### src/rtl/psts_pkg.sv
// ----------------------------------------------------------------------------
// psts_pkg: shared definitions for the per-symbol target set table
// command codes, slot modes, stream layout and controller/datapath links
// ----------------------------------------------------------------------------
package psts_pkg;

    // default sizes
    localparam int SYMBOLS_DEF            = 256;
    localparam int TARGETS_PER_SYMBOL_DEF = 16;
    localparam int MARKERS_PER_SYMBOL_DEF = 8;

    // stream widths
    localparam int IN_TDATA_W  = 88;
    localparam int OUT_TDATA_W = 88;

    // command codes
    localparam logic [2:0] CMD_ADD_TARGET  = 3'd0;
    localparam logic [2:0] CMD_ADD_MARKER  = 3'd1;
    localparam logic [2:0] CMD_CLR_SYMBOL  = 3'd2;
    localparam logic [2:0] CMD_CLR_MARKERS = 3'd3;
    localparam logic [2:0] CMD_RD_TARGET   = 3'd4;
    localparam logic [2:0] CMD_RD_MARKER   = 3'd5;

    // slot modes
    localparam logic [1:0] MODE_EMPTY  = 2'd0;
    localparam logic [1:0] MODE_SINGLE = 2'd1;
    localparam logic [1:0] MODE_MULTI  = 2'd2;

    // controller states
    typedef enum logic [3:0] {
        ST_CLEAR,
        ST_IDLE,
        ST_LOAD,
        ST_META,
        ST_DEC,
        ST_SCAN,
        ST_COMMIT,
        ST_RDW,
        ST_WB,
        ST_DONE
    } state_t;

    // commands from controller to datapath
    typedef struct packed {
        logic clr;
        logic load;
        logic load_meta;
        logic dec;
        logic scan;
        logic commit;
        logic rd_cap;
        logic wb;
        logic out_load;
    } ctl_t;

    // status from datapath to controller
    typedef struct packed {
        logic       clr_done;
        logic       in_range;
        logic [2:0] cmd;
        logic       kind_bad;
        logic       scan_done;
        logic       out_free;
    } sts_t;

endpackage

### src/rtl/psts_ctrl.sv
// ----------------------------------------------------------------------------
// psts_ctrl: sequencer for the per-symbol target set table
// runs the clearing pass, then steps each request through slot lookup and,
// by command, scan, append and write-back, clear and write-back, or read, then result
// ----------------------------------------------------------------------------
module psts_ctrl (
    input  logic           clk,
    input  logic           rst_n,
    input  logic           s_tvalid,
    output logic           s_tready,
    output psts_pkg::ctl_t ctl,
    input  psts_pkg::sts_t sts
);

    psts_pkg::state_t state_reg, state_next;

    // state register
    always_ff @(posedge clk or negedge rst_n)
    begin
        if (!rst_n)
        begin
            state_reg <= psts_pkg::ST_CLEAR;
        end
        else
        begin
            state_reg <= state_next;
        end
    end

    // next state and commands
    always_comb
    begin
        ctl        = '0;
        s_tready   = 1'b0;
        state_next = state_reg;
        case (state_reg)
            psts_pkg::ST_CLEAR:
            begin
                ctl.clr = 1'b1;
                if (sts.clr_done)
                begin
                    state_next = psts_pkg::ST_IDLE;
                end
            end
            psts_pkg::ST_IDLE:
            begin
                s_tready = 1'b1;
                if (s_tvalid)
                begin
                    ctl.load   = 1'b1;
                    state_next = psts_pkg::ST_LOAD;
                end
            end
            psts_pkg::ST_LOAD:
            begin
                state_next = psts_pkg::ST_META;
            end
            psts_pkg::ST_META:
            begin
                ctl.load_meta = 1'b1;
                state_next    = psts_pkg::ST_DEC;
            end
            psts_pkg::ST_DEC:
            begin
                state_next = psts_pkg::ST_DONE;
                if (sts.in_range)
                begin
                    case (sts.cmd)
                        psts_pkg::CMD_ADD_TARGET:
                        begin
                            state_next = psts_pkg::ST_SCAN;
                        end
                        psts_pkg::CMD_ADD_MARKER:
                        begin
                            if (!sts.kind_bad)
                            begin
                                ctl.dec    = 1'b1;
                                state_next = psts_pkg::ST_SCAN;
                            end
                        end
                        psts_pkg::CMD_CLR_SYMBOL,
                        psts_pkg::CMD_CLR_MARKERS:
                        begin
                            ctl.dec    = 1'b1;
                            state_next = psts_pkg::ST_WB;
                        end
                        psts_pkg::CMD_RD_TARGET,
                        psts_pkg::CMD_RD_MARKER:
                        begin
                            state_next = psts_pkg::ST_RDW;
                        end
                        default:
                        begin
                            state_next = psts_pkg::ST_DONE;
                        end
                    endcase
                end
            end
            psts_pkg::ST_SCAN:
            begin
                ctl.scan = 1'b1;
                if (sts.scan_done)
                begin
                    state_next = psts_pkg::ST_COMMIT;
                end
            end
            psts_pkg::ST_COMMIT:
            begin
                ctl.commit = 1'b1;
                state_next = psts_pkg::ST_WB;
            end
            psts_pkg::ST_RDW:
            begin
                ctl.rd_cap = 1'b1;
                state_next = psts_pkg::ST_DONE;
            end
            psts_pkg::ST_WB:
            begin
                ctl.wb     = 1'b1;
                state_next = psts_pkg::ST_DONE;
            end
            psts_pkg::ST_DONE:
            begin
                if (sts.out_free)
                begin
                    ctl.out_load = 1'b1;
                    state_next   = psts_pkg::ST_IDLE;
                end
            end
            default:
            begin
                state_next = psts_pkg::ST_IDLE;
            end
        endcase
    end

endmodule

### config.mk
export PLATFORM = sky130hd
export DESIGN_NAME = psts_ctrl
export DESIGN_NICKNAME = d
export VERILOG_FILES = /design/src/rtl/psts_pkg.sv /design/src/rtl/psts_ctrl.sv
export SDC_FILE = /design/constraint.sdc
export NUM_CORES = 1
export LEC_CHECK = 0
export BUFFER_PORTS_ARGS = -buffer_cell sky130_fd_sc_hd__buf_2
export CAP_MARGIN = 20
export CORE_AREA = 2 2 39 41
export CTS_CLUSTER_DIAMETER = 120
export DETAILED_ROUTE_END_ITERATION = 6
export DIE_AREA = 0 0 41 43
export PLACE_DENSITY = 0.55
export SLEW_MARGIN = 20
export SYNTH_ARGS = -nofsm -noshare
export SYNTH_HDL_FRONTEND = slang
export SYNTH_SLANG_ARGS = --single-unit
export TNS_END_PERCENT = 1
### constraint.sdc
create_clock -name clk -period 2.23 [get_ports clk]
set_input_delay 0.3345 -clock clk [delete_from_list [all_inputs] [get_ports clk]]
set_output_delay 0.3345 -clock clk [all_outputs]
set_load 0.01 [all_outputs]
==> out/qor.csv <==
metric,value,unit
Slew Limit Fails,0,
post-synth top area cell,dfrtp_1,
Clock Path Buffers,2,
stages on the worst setup path,4,
"commonest non-fill, non-tap cell in the layout",buf_2,
htree depth,1,
register area share after synthesis,0.250,
final global-route overflow total,0,
Worst Hold Margin,0.346,ns
Hold Crit Depth,3,
placement row count,14,
Post-DRT Antenna Nets,0,
post-synthesis mux area share,0.0375,
outcome,"finished, final reports clean",
Worst setup EP type,output pin,
sum of buffers and inverters on the critical path,1,
Slowest cell on crit path,dfrtp_1,
max_slew headroom,0.709,
XOR/XNOR share of the synthesized area,0.0219,
Iteration-0 DRC Markers,7,
Max Cap Violations,0,
# DRC,0,
simple-gate portion of the synthesized area,0.400,
Synth area leaders,"dfrtp_1, nor2_1, buf_6",
top cell type's share of synthesized area,0.250,
GR Util met1,0.154,
post-detail-place hpwl,683,um
VDD IR max,0.288,mV
fraction of layout instances using a drive strength above 1,0.380,
Critical Path Max Stage Delay,0.55,ns
Pwr Total,0.538,mW
first-pass GRT wire length,1440,um
Clk pwr share,0.166,
Logic pwr share,0.515,
P_leak,0.267,nW
RSZ-0062 raised after global routing,no,
CP Max Fanout,12,
largest net degree at the start of global routing,14,
GRT busiest layer,met2,
"Cell Chain, Critical Path",or2b_1 -> nand4bb_1 -> nor2_1 -> buf_2,
Sw Share,0.431,
CTS tree,yes,
Psw,0.232,mW
Final Hold Vio Count,0,
largest family of logic cells by synthesized area,simple AND/OR/NAND/NOR gates,
R2R cell count,4,
Yosys reg bits,4,
Core Box Area,1380,sq um
ANT cells,0,
Post-CTS Repair Setup Buffers,0,
die area,1760,sq um
drt total wl,889,um
Cell Pwr Density,1020,nW/um^2
Final period util,0.847,
fin nets,84,
Tmin final,1.89,ns
Port Buf Inserts,20,
Root Buffer,clkbuf_4,
antenna violations before repair,0,
Resized Gates After CTS,0,
Yosys cell types,28,
clock slew at reported path FFs,0.04,ns
clock sink total,4,
drt wl/cell,10.2,um
die height,43,um
Clock Latency Late Sink,0.23,ns
met3 usage,0.0524,
Initial Util,0.289,
most frequent cells in the layout,"buf_2, nor2_1, nand2_1, dfrtp_1",
P_int,0.306,mW
Syn Inst Count,50,
grt met2 use,0.163,
mapped cell area,400,sq um
first-pass detailed-route iteration total,4,
Area Overhead vs Synth,31.3,%
Max Clock Skew,0.00271,ns
WP data arrival,1.55,ns
IO Pins,21,
Top delay family on crit path,simple AND/OR/NAND/NOR gates,
"Avg Cell Area, Syn",8.01,sq um
Vias,414,
setup_tns,0,ns
CP required,1.90,ns
Placer Congestion,0.705,
Post-Synth Adder-Cell Area,0,
Die W,41,um
number of flip-flops in the largest register,4,
Seq pwr share,0.319,
clock buffer count from CTS,3,
Final Setup Violations,0,
WS Path Type,flop to output pin,
vias in the first global route,359,
yosys warns,0,
Max Clock Freq,530,MHz
fillers,150,
All-Layer GR Usage,0.122,
Worst-Margin Slew,0.436,ns
Vias/cell,4.76,
complex-gate fraction of the synthesized area,0.203,
CP Launch Type,flop,
Hold Path Class,input port to flop,
syn_nets,61,
per-layer routing:
| metal | part of all wire | routed length [um] | vias to the layer above |
|---|---|---|---|
| met5 | 0 | 0 | - |
| met2 | 0.47 | 422 | 10 |
| li1 | - | - | 220 |
| met1 | 0.46 | 410 | 184 |
| met4 | 0 | 0 | 0 |
| met3 | 0.062 | 55 | 0 |
cells by family after synthesis:
| group | Yosys count |
|---|---|
| flip-flops | 4 |
| AO/OA/AOI/OAI | 11 |
| buffers and inverters | 5 |
| multiplexers | 1 |
| AND/OR/NAND/NOR | 28 |
| XOR/XNOR | 1 |
layout make-up:
cell class                 count  area (sq um)  area share
timing repair buffer          21           110       0.210
tap                           16          20.0      0.0381
sequential                     4           100       0.190
inverter                       2          7.51      0.0143
clock buffer                   3          22.5      0.0429
multi-input combinational     41           265       0.505
timing repair:
item	4_1_cts	5_1_grt
endpoints found under the setup margin	0	0
endpoints found under the hold margin	4	0
hold buffers	1	0
synthesized netlist by cell type (all sizes together):
| master | instances |
|---|---|
| mux2 | 1 |
| inv | 2 |
| nand2b | 3 |
| and2 | 2 |
| o32a | 1 |
| or2b | 1 |
| and4b | 1 |
| or2 | 1 |
| a21oi | 3 |
| nand4bb | 1 |
| dfrtp | 4 |
| o21ai | 2 |
| a31oi | 2 |
| nor4 | 1 |
| a21o | 1 |
| nor2 | 7 |
| nand3b | 2 |
| o22ai | 1 |
| nor2b | 1 |
| nand2 | 4 |
| nor3 | 3 |
| and2b | 1 |
| buf | 3 |
| xnor2 | 1 |
| a32oi | 1 |
worst paths after layout:
check	startpoint	to	slack, ns
min reg2reg	state_reg[3]	state_reg[1]	0.58
min in group asynchronous	rst_n	state_reg[1]	0.43
max	state_reg[2]	ctl[5]	0.34
min	sts[7]	state_reg[0]	0.35
max reg2reg	state_reg[0]	state_reg[0]	0.80
max in group asynchronous	rst_n	state_reg[3]	1.68
power by group through the flow:
stage	sequential [mW]	combinational (mW)	clock, mW
2_1_floorplan	0.122	0.273	0
3_3_place_gp	0.175	0.279	0
3_5_place_dp	0.173	0.279	0
4_1_cts	0.173	0.281	0.0947
5_1_grt	0.181	0.313	0.0988
6_report	0.171	0.277	0.0894
tightest hold or removal path: stages:
cell and delay (ns):
buf_2 0.10, inv_1 0.04, a32oi_1 0.06
stage by stage:
step                      setup WS [ns]  cell area (sq um)  std cells  utilization
after floorplan                   0.761                400         50            -
after global placement            0.620                493         83        0.356
after detailed placement          0.590                493         83        0.356
after CTS                         0.334                526         87        0.380
after global routing              0.245                526         87        0.380
final                             0.342                526         87        0.380
(Power assumes the default switching activity.)
